$ cat src/sv/diff_drive_odometry_unit_assert.svh
// ----------------------------------------------------------------------------
// diff drive odometry assertion macros
// shared property wrappers for the odometry unit
// ----------------------------------------------------------------------------
`ifndef DIFF_DRIVE_ODOMETRY_UNIT_ASSERT_SVH
`define DIFF_DRIVE_ODOMETRY_UNIT_ASSERT_SVH
`ifndef ASSERT_OFF
`define DDO_ASSERT_IMP(name, clk, rst_n, ante, cons, msg) \
  name: assert property (@(posedge clk) disable iff (!rst_n) (ante) |-> (cons)) \
    else $error(msg);
`define DDO_ASSERT_NXT(name, clk, rst_n, ante, cons, msg) \
  name: assert property (@(posedge clk) disable iff (!rst_n) (ante) |=> (cons)) \
    else $error(msg);
`else
`define DDO_ASSERT_IMP(name, clk, rst_n, ante, cons, msg)
`define DDO_ASSERT_NXT(name, clk, rst_n, ante, cons, msg)
`endif
`endif

$ cat src/sv/ddo_pkg.sv
// ----------------------------------------------------------------------------
// ddo_pkg
// types, constants and tables of the differential drive odometry unit
// ----------------------------------------------------------------------------
package ddo_pkg;

  localparam int CORDIC_STEPS = 16;
  localparam int CORDIC_IDX_W = (CORDIC_STEPS > 1) ? $clog2(CORDIC_STEPS) : 1;
  localparam int FIFO_DEPTH   = 2;
  localparam int FIFO_PTR_W   = (FIFO_DEPTH > 1) ? $clog2(FIFO_DEPTH) : 1;
  localparam int FIFO_LVL_W   = $clog2(FIFO_DEPTH + 1);

  localparam logic signed [33:0] INV_GAIN_Q30 = 34'sd652032874;
  localparam logic [47:0]        STEP_MAX     = 48'h7FFF_FFFF_FFFF;

  typedef enum logic [2:0] {
    REG_TURN_GAIN     = 3'd0,
    REG_STEP_GAIN     = 3'd1,
    REG_INITIAL_ANGLE = 3'd2,
    REG_INITIAL_X     = 3'd3,
    REG_INITIAL_Y     = 3'd4,
    REG_LEFT_REVERSED = 3'd5
  } reg_index_e;

  typedef struct packed {
    logic signed [32:0] sum;
    logic signed [32:0] diff;
  } ddo_item_t;

  typedef struct packed {
    logic [31:0] turn_gain;
    logic [31:0] step_gain;
    logic [31:0] initial_angle;
  } ddo_cfg_t;

  typedef struct packed {
    logic        load_x;
    logic        load_y;
    logic [47:0] value;
  } ddo_load_t;

  function automatic logic [31:0] atan_lookup(logic [4:0] idx);
    logic [31:0] v;
    case (idx)
      5'd0:  v = 32'd536870912;
      5'd1:  v = 32'd316933406;
      5'd2:  v = 32'd167458907;
      5'd3:  v = 32'd85004756;
      5'd4:  v = 32'd42667331;
      5'd5:  v = 32'd21354465;
      5'd6:  v = 32'd10679838;
      5'd7:  v = 32'd5340245;
      5'd8:  v = 32'd2670163;
      5'd9:  v = 32'd1335087;
      5'd10: v = 32'd667544;
      5'd11: v = 32'd333772;
      5'd12: v = 32'd166886;
      5'd13: v = 32'd83443;
      5'd14: v = 32'd41722;
      5'd15: v = 32'd20861;
      5'd16: v = 32'd10430;
      5'd17: v = 32'd5215;
      5'd18: v = 32'd2608;
      5'd19: v = 32'd1304;
      5'd20: v = 32'd652;
      5'd21: v = 32'd326;
      5'd22: v = 32'd163;
      5'd23: v = 32'd81;
      5'd24: v = 32'd41;
      5'd25: v = 32'd20;
      5'd26: v = 32'd10;
      5'd27: v = 32'd5;
      5'd28: v = 32'd3;
      5'd29: v = 32'd1;
      5'd30: v = 32'd1;
      default: v = 32'd0;
    endcase
    return v;
  endfunction

endpackage

$ cat src/sv/ddo_fifo.sv
// ----------------------------------------------------------------------------
// ddo_fifo
// short queue of count sum and difference items between front and back
// ----------------------------------------------------------------------------
module ddo_fifo (
  input  logic                           clk_i,
  input  logic                           rst_ni,
  input  logic                           push_i,
  input  ddo_pkg::ddo_item_t             data_i,
  output logic                           full_o,
  input  logic                           pop_i,
  output ddo_pkg::ddo_item_t             data_o,
  output logic                           empty_o,
  output logic [ddo_pkg::FIFO_LVL_W-1:0] level_o
);

  ddo_pkg::ddo_item_t mem_q [ddo_pkg::FIFO_DEPTH];
  logic [ddo_pkg::FIFO_PTR_W-1:0] wr_q, wr_d, rd_q, rd_d;
  logic [ddo_pkg::FIFO_LVL_W-1:0] lvl_q, lvl_d;
  logic do_push, do_pop;

  assign full_o  = (lvl_q == ddo_pkg::FIFO_LVL_W'(ddo_pkg::FIFO_DEPTH));
  assign empty_o = (lvl_q == '0);
  assign level_o = lvl_q;
  assign data_o  = mem_q[rd_q];
  assign do_push = push_i && !full_o;
  assign do_pop  = pop_i && !empty_o;

  always_comb begin
    wr_d  = wr_q;
    rd_d  = rd_q;
    lvl_d = lvl_q;
    if (do_push) begin
      wr_d = (wr_q == ddo_pkg::FIFO_PTR_W'(ddo_pkg::FIFO_DEPTH - 1)) ? '0 : wr_q + 1'b1;
    end
    if (do_pop) begin
      rd_d = (rd_q == ddo_pkg::FIFO_PTR_W'(ddo_pkg::FIFO_DEPTH - 1)) ? '0 : rd_q + 1'b1;
    end
    if (do_push && !do_pop) begin
      lvl_d = lvl_q + 1'b1;
    end else if (do_pop && !do_push) begin
      lvl_d = lvl_q - 1'b1;
    end
  end

  always_ff @(posedge clk_i or negedge rst_ni) begin
    if (!rst_ni) begin
      wr_q  <= '0;
      rd_q  <= '0;
      lvl_q <= '0;
    end else begin
      wr_q  <= wr_d;
      rd_q  <= rd_d;
      lvl_q <= lvl_d;
    end
  end

  always_ff @(posedge clk_i) begin
    if (do_push) begin
      mem_q[wr_q] <= data_i;
    end
  end

endmodule

$ cat config.mk
export PLATFORM = sky130hd
export DESIGN_NAME = ddo_fifo
export DESIGN_NICKNAME = d
export VERILOG_FILES = /design/src/sv/diff_drive_odometry_unit_assert.svh /design/src/sv/ddo_pkg.sv /design/src/sv/ddo_fifo.sv
export SDC_FILE = /design/constraint.sdc
export NUM_CORES = 1
export LEC_CHECK = 0
export BUFFER_PORTS_ARGS = -buffer_cell sky130_fd_sc_hd__buf_4
export CORE_ASPECT_RATIO = 1.5
export CORE_MARGIN = 8
export CORE_UTILIZATION = 49
export CTS_CLUSTER_DIAMETER = 60
export CTS_CLUSTER_SIZE = 20
export DETAILED_ROUTE_END_ITERATION = 10
export PLACE_DENSITY = 0.77
export SLEW_MARGIN = 10
export SYNTH_ARGS = -nofsm -noshare
export SYNTH_HDL_FRONTEND = slang
export SYNTH_SLANG_ARGS = --single-unit
$ cat constraint.sdc
create_clock -name clk_i -period 8.2 [get_ports clk_i]
set_clock_uncertainty 0.1 [all_clocks]
set_input_delay 0.41 -clock clk_i [delete_from_list [all_inputs] [get_ports clk_i]]
set_output_delay 0.41 -clock clk_i [all_outputs]
set_load 0.05 [all_outputs]
==> results.cfg, run 1 <==
[outcome]
status = complete, no violations

[logic_synthesis]
syn_nets = 295
synth_warnings = 0
synth-seq-cells = 136
synth_cell_types = 16
syn-instance-count = 224
syn_area_per_cell_um2 = 22.6
ys_seq_area_frac = 0.801
syn_area_mm2 = 0.00507

[floorplanning]
core_area_mm2 = 0.0101
start_util = 0.503
die_x_um = 99.1
io_pins = 140
die_h_um = 141
dieArea_mm2 = 0.0139
rows = 45

[drt]
drc = 0
viasPerCell = 4.98
drt_wl_total_mm = 9.71
vias = 2528
first_pass_iters = 4
avgRoutedWirePerCell_um = 19.1
drtIter0Drc = 111
ant_nets = 0

[worst_setup_path]
critPathKind = reg -> out
cpMaxStageDelayCell = dfrtp_4
reg2reg_depth = 4
crit_chain = mux2_2 > buf_4
crit_arrival_ns = 2.22
end_kind = output pin
cp.required_ns = 7.69
critPathMaxFanout = 67
max_stage_delay_ns = 1.12
start_kind = flop

[sta]
hold_viol = 0
worst_slew_pin_slew_ns = 1.09
max_freq_mhz = 366
slew_violations = 0
tns_ns = 0
setup_ws_ns = 5.47
setup_viol = 0
min_period_ns = 2.73
rsz0062_at_grt = no
slew_headroom = 0.275
finalCritPeriodShare = 0.333

[placed_design]
dp.cells = 475
dp_slack_ns = 5.62
port_buffers = 139
place_hpwl_mm = 6.64
place.gp.congestion = 0.716
place_area_mm2 = 0.00623

[clock_tree]
cts_htree_levels = 4
cts_sinks = 136
clock_latency_ns = 0.40
cts_tree = yes
clockBufferDepth = 2
cts_setup_buffers = 0
cts_root_buffer = clkbuf_16
clk_pin_slew_ns = 0.05
cts_buffers = 17

[pwr]
p_per_area_mw_per_mm2 = 435
p_leak_nw = 2.64
vdd_drop_max_v = 0.000429
finalPower_w = 0.00293

[cells_and_area]
finalInstanceArea_mm2 = 0.00675
area_delta_synth_final_pct = 33.0
stdcell_count = 508
fin_nets = 449
nFillCells = 679
drive_above_1_share = 0.596
diodes = 0

[global_route]
grtUsageMet2 = 0.254
grt_max_degree = 68
antenna_found_initial = 0
gr-usage-met1 = 0.130
grt_pass1_vias = 2837
grt.busiest_layer = met2
gr-usage-all-layers = 0.141
grt-ovfl-total = 0
grt_first_pass_wirelength_mm = 14.6
grt_util_met3 = 0.0651

[hold_path]
min_path_type = in -> reg
min_path_cells = 1

[run]
cap_violations = 0
## power by group
part / leakage, nW / switching (W) / total, W / internal, W
Sequential: 1.27 / 0.000120 / 0.00107 / 0.000953
Clock: 0.239 / 0.000248 / 0.000640 / 0.000392
Combinational: 1.13 / 0.000782 / 0.00122 / 0.000438
## cells in the mapped netlist
library cell	instances	share of area
and3_1	1	0.0012
buf_2	3	0.0030
buf_4	1	0.0015
buf_6	3	0.0067
dfrtp_1	4	0.020
edfxtp_1	132	0.78
ha_1	1	0.0025
inv_1	2	0.0015
mux2_2	36	0.080
mux2_4	30	0.089
nand2_1	1	0.00074
nand2b_1	1	0.0012
nor2_1	3	0.0022
o21ai_0	1	0.00099
xnor2_1	3	0.0052
xor2_1	2	0.0035
## layout by cell type, fill, tap and decap left out
cell type	netlist	final
xnor2_1	3	3
edfxtp_1	132	132
dlygate4sd3_1	0	1
nand2b_1	1	1
dfrtp_1	4	3
nor2_4	0	1
clkbuf_1	0	9
o21ai_0	1	1
nand2_1	1	1
dfrtp_4	0	1
and3_2	0	1
buf_4	1	141
clkinv_2	0	3
clkinvlp_4	0	2
nor2_1	3	2
xor2_1	2	2
mux2_4	30	30
clkbuf_16	0	17
inv_1	2	2
mux2_2	36	36
ha_1	1	1
clkbuf_8	0	1
## area by class of cell
cell class                 instances  area (µm²)  share of cell area
timing repair buffer             142        1070               0.158
sequential                       136        4070               0.603
clock buffer                      27         473              0.0701
tap                              117         146              0.0217
inverter                           2        7.51             0.00111
multi-input combinational         79         953               0.141
clock inverter                     5        30.0             0.00445
## registers in the layout, summed over array words and instances, names as in the netlist
signal   cells
level_o      2
mem_q      132
wr_q         1
rd_q         1
## metal layers
| layer | vias up | part of all wire |
|---|---|---|
| met5 | - | 0 |
| met4 | 0 | 0.015 |
| met3 | 12 | 0.078 |
| met2 | 83 | 0.56 |
| met1 | 1246 | 0.34 |
| li1 | 1187 | - |
## critical path: cells and delay by family, from the launching register on
kind | cells | cell delay, ns
multiplexers | 1 | 0.43
buffers and inverters | 1 | 0.19
flip-flops | 1 | 1.12
## timing repair
item,4_1_cts,5_1_grt
gates resized for setup,0,0
hold endpoints to repair,4,0
hold buffers,1,0
setup endpoints to repair,0,0
## logic make-up after synthesis
| family | count (synthesis) | synth area share |
|---|---|---|
| simple gates | 6 | 0.00543 |
| xor+xnor | 5 | 0.00864 |
| flops | 136 | 0.801 |
| compound gates | 1 | 0.000986 |
| mux | 66 | 0.169 |
| fa+ha+maj | 1 | 0.00247 |
| buf+inv | 9 | 0.0126 |
## path summary, 6_finish.rpt
path,from,endpoint,slack [ns]
setup / recovery,rd_q$_DFFE_PN0P_,data_o[3],5.47
hold / removal,data_i[2],mem_q[1][2]$_DFFE_PP_,0.09
setup reg to reg,level_o[0]$_DFFE_PN0P_,mem_q[0][51]$_DFFE_PP_,5.68
hold reg to reg,level_o[1]$_DFFE_PN0P_,level_o[1]$_DFFE_PN0P_,0.46
max in group asynchronous,rst_ni,rd_q$_DFFE_PN0P_,7.63
min in group asynchronous,rst_ni,rd_q$_DFFE_PN0P_,0.25
## stage by stage
| step | util | hold slack [ns] |
|---|---|---|
| 2_1_floorplan | - | 0.0144 |
| 3_3_place_gp | 0.618 | 0.108 |
| 3_5_place_dp | 0.618 | 0.111 |
| 4_1_cts | 0.669 | 0.0637 |
| 5_1_grt | 0.669 | 0.0667 |
| 6_report | 0.669 | 0.0880 |
(Power assumes the default switching activity.)
==> run 2, diff against run 1 <==
--- a/config.mk
+++ b/config.mk
@@ -5,10 +5,11 @@
 export SDC_FILE = /design/constraint.sdc
 export NUM_CORES = 1
 export LEC_CHECK = 0
+export ABC_AREA = 1
 export BUFFER_PORTS_ARGS = -buffer_cell sky130_fd_sc_hd__buf_4
 export CORE_ASPECT_RATIO = 1.5
 export CORE_MARGIN = 8
-export CORE_UTILIZATION = 49
+export CORE_UTILIZATION = 47
 export CTS_CLUSTER_DIAMETER = 60
 export CTS_CLUSTER_SIZE = 20
 export DETAILED_ROUTE_END_ITERATION = 10
==> constraint.sdc (replaced) <==
create_clock -name clk_i -period 2.3 [get_ports clk_i]
set_clock_uncertainty 0.1 [all_clocks]
set_input_delay 0.115 -clock clk_i [delete_from_list [all_inputs] [get_ports clk_i]]
set_output_delay 0.115 -clock clk_i [all_outputs]
set_load 0.05 [all_outputs]
==> run 2 against run 1 <==
  * Register-to-register slack got worse by 5.1 ns
  * Hold slack got worse by 0.044 ns
  * Synthesized cell count increased by 68%
  * Sequential cell count unchanged
  * Non-clock buffer count increased by 72
  * Wire length increased by 25%
  * Power increased to 3.8 times the previous value
  * Combinational power increased to 4.2 times the previous value
  * Synthesized area decreased by 0.49%
  * Clock power increased to 3.9 times the previous value
  * Final cell count increased by 48%
  * Critical path type unchanged
  * Critical endpoint is now data_o[57]
  * Largest power group unchanged
==> results.cfg, run 2 <==
[drt]
ant_nets = 0
vias = 3541
viasPerCell = 4.72
drtIter0Drc = 182
avgRoutedWirePerCell_um = 16.2
drc = 0
first_pass_iters = 4
drt_wl_total_mm = 12.2

[pwr]
clkPwrFrac = 0.221
finalPower_w = 0.0112
vdd_drop_max_v = 0.000773
p_per_area_mw_per_mm2 = 1490
p_leak_nw = 3.19
comb_power_share = 0.462
switchingPower_w = 0.00489
seq_power_share = 0.317
p_int_w = 0.00631
p_sw_frac = 0.437

[floorplanning]
die_x_um = 101
core_area_mm2 = 0.0105
dieArea_mm2 = 0.0144
start_util = 0.479
io_pins = 140
die_h_um = 143
rows = 46

[worst_setup_path]
crit_start = rd_q$_DFFE_PN0P_
critPathMaxFanout = 31
end_kind = output pin
worst_setup_path_endpoint = data_o[57]
cp.required_ns = 2.09
r2r-start = level_o[1]$_DFFE_PN0P_
r2r_slack_ns = 0.62
critPathKind = reg -> out
reg2reg_to = mem_q[0][0]$_DFFE_PP_
reg2reg_depth = 6
start_kind = flop
crit_arrival_ns = 1.63

[run]
cap_violations = 0

[sta]
slew_headroom = 0.717
slew_violations = 0
finalCritPeriodShare = 0.801
rsz0062_at_grt = no
holdWs_ns = 0.0441
setup_viol = 0
worst_slew_pin_slew_ns = 0.421
max_freq_mhz = 543
hold_viol = 0
min_period_ns = 1.84
tns_ns = 0

[logic_synthesis]
yosys-top-cells-count = 207 x nand2_1, 132 x edfxtp_1, 8 x buf_2, 7 x inv_1, 5 x buf_6
syn_area_per_cell_um2 = 13.4
synth_most_common_cell = nand2_1
synth_area_leader_cell = edfxtp_1
synth_edf_count = 132
syn_nets = 448
synth_area_leaders = edfxtp_1 79%, nand2_1 15%, dfrtp_1 2.0%
synth.top_cell.area_share = 0.785
synth-seq-cells = 136
synthArstFlopShare = 0.0294
ys_dominant_reg_cell = edfxtp_1
synth_cell_types = 15
syn-instance-count = 377
synth_warnings = 0
syn_area_mm2 = 0.00505
ys_seq_area_frac = 0.805

[clock_tree]
cts_root_buffer = clkbuf_16
cts_buffers = 17
clk_pin_slew_ns = 0.05
clock_latency_ns = 0.40
clockBufferDepth = 2
cts_htree_levels = 4
cts_sinks = 136
cts_tree = yes

[placed_design]
place_hpwl_mm = 7.40
place.gp.congestion = 0.728
port_buffers = 139

[global_route]
gr-usage-all-layers = 0.172
grtUsageMet2 = 0.299
grt_first_pass_wirelength_mm = 18.5
gr-usage-met1 = 0.175
grt_util_met3 = 0.0565
grt_pass1_vias = 3763
grt_max_degree = 67
grt.busiest_layer = met2
antenna_found_initial = 0
grt-ovfl-total = 0

[cells_and_area]
largest_register = mem_q
area_delta_synth_final_pct = 48.4
fin_util = 0.711
diodes = 0
drive_above_1_share = 0.293
seqCellArea_mm2 = 0.00407
final_cell_mix = 206 x nand2_1, 143 x buf_4, 132 x edfxtp_1
fin_nets = 666
largest_reg_flops = 132
nFillCells = 692
multi_input_area_um2 = 862
final_common_cell = nand2_1

[outcome]
status = complete, no violations

[hold_path]
min_path_type = in -> reg
-- run 2: changes by cell type after synthesis, moves of 2 or more --
cell     delta
mux2_2     -36
mux2_4     -30
xor2_1      -2
inv_1       +5
nand2_1   +206
xnor2_1     -2
buf_6       +2
buf_2       +5
-- run 2: critical path, cell delays in order, from the launching register on --
cell and delay [ns]:
dfrtp_2 0.42, inv_2 0.06, buf_4 0.32, nand2_1 0.09, nand2_1 0.12, buf_4 0.21
-- run 2: worst min path at each step --
| stage | from | endpoint | depth (start not counted) |
|---|---|---|---|
| after floorplan | rst_ni | level_o[0]$_DFFE_PN0P_ | 0 |
| final | push_i | wr_q$_DFFE_PN0P_ | 5 |
| after global routing | push_i | wr_q$_DFFE_PN0P_ | 5 |
| after global placement | rst_ni | wr_q$_DFFE_PN0P_ | 1 |
| after detailed placement | rst_ni | wr_q$_DFFE_PN0P_ | 1 |
| after CTS | push_i | wr_q$_DFFE_PN0P_ | 5 |
-- run 2: stage by stage --
step	cell area [µm²]	cells	setup slack [ns]
floorplan	5070	377	-0.256
global placement	6260	651	0.681
detailed placement	6260	651	0.636
CTS	7490	751	0.431
global route	7490	751	0.343
finish	7490	751	0.458
-- run 2: layout make-up --
| cell class | instances | area share |
|---|---|---|
| Clock inverter | 12 | 0.0147 |
| Timing Repair Buffer | 214 | 0.241 |
| Sequential cell | 136 | 0.543 |
| Inverter | 8 | 0.00451 |
| Tap cell | 144 | 0.0241 |
| Clock buffer | 19 | 0.0578 |
| Multi-Input combinational cell | 218 | 0.115 |
-- run 2: cell families after synthesis --
logic type / count (synthesis) / synth area share
AND/OR/NAND/NOR: 214 / 0.161
flip-flops: 136 / 0.805
buffers and inverters: 23 / 0.0280
AO/OA/AOI/OAI: 2 / 0.00198
XOR/XNOR: 1 / 0.00174
adder cells (fa/ha/maj): 1 / 0.00248
-- run 2: power groups by stage --
stage | sequential [W] | clock, W | combinational (W)
after floorplan | 0.00363 | 0 | 0.00352
after global placement | 0.00356 | 0 | 0.00504
after detailed placement | 0.00360 | 0 | 0.00511
after CTS | 0.00355 | 0.00251 | 0.00522
after global routing | 0.00359 | 0.00262 | 0.00547
final | 0.00355 | 0.00247 | 0.00517
-- run 2: routing by layer --
layer | vias up | wire (µm) | share of wire
met3 | 33 | 703 | 0.058
met4 | 0 | 427 | 0.035
met2 | 124 | 6660 | 0.55
li1 | 1702 | - | -
met1 | 1682 | 4390 | 0.36
met5 | - | 0 | 0
-- run 2: what timing repair did --
action | 4_1_cts | 5_1_grt
resized for setup | 0 | 0
hold buffers | 69 | 0
setup buffers | 0 | 0
endpoints found under the hold margin | 137 | 0
setup endpoints to repair | 0 | 0
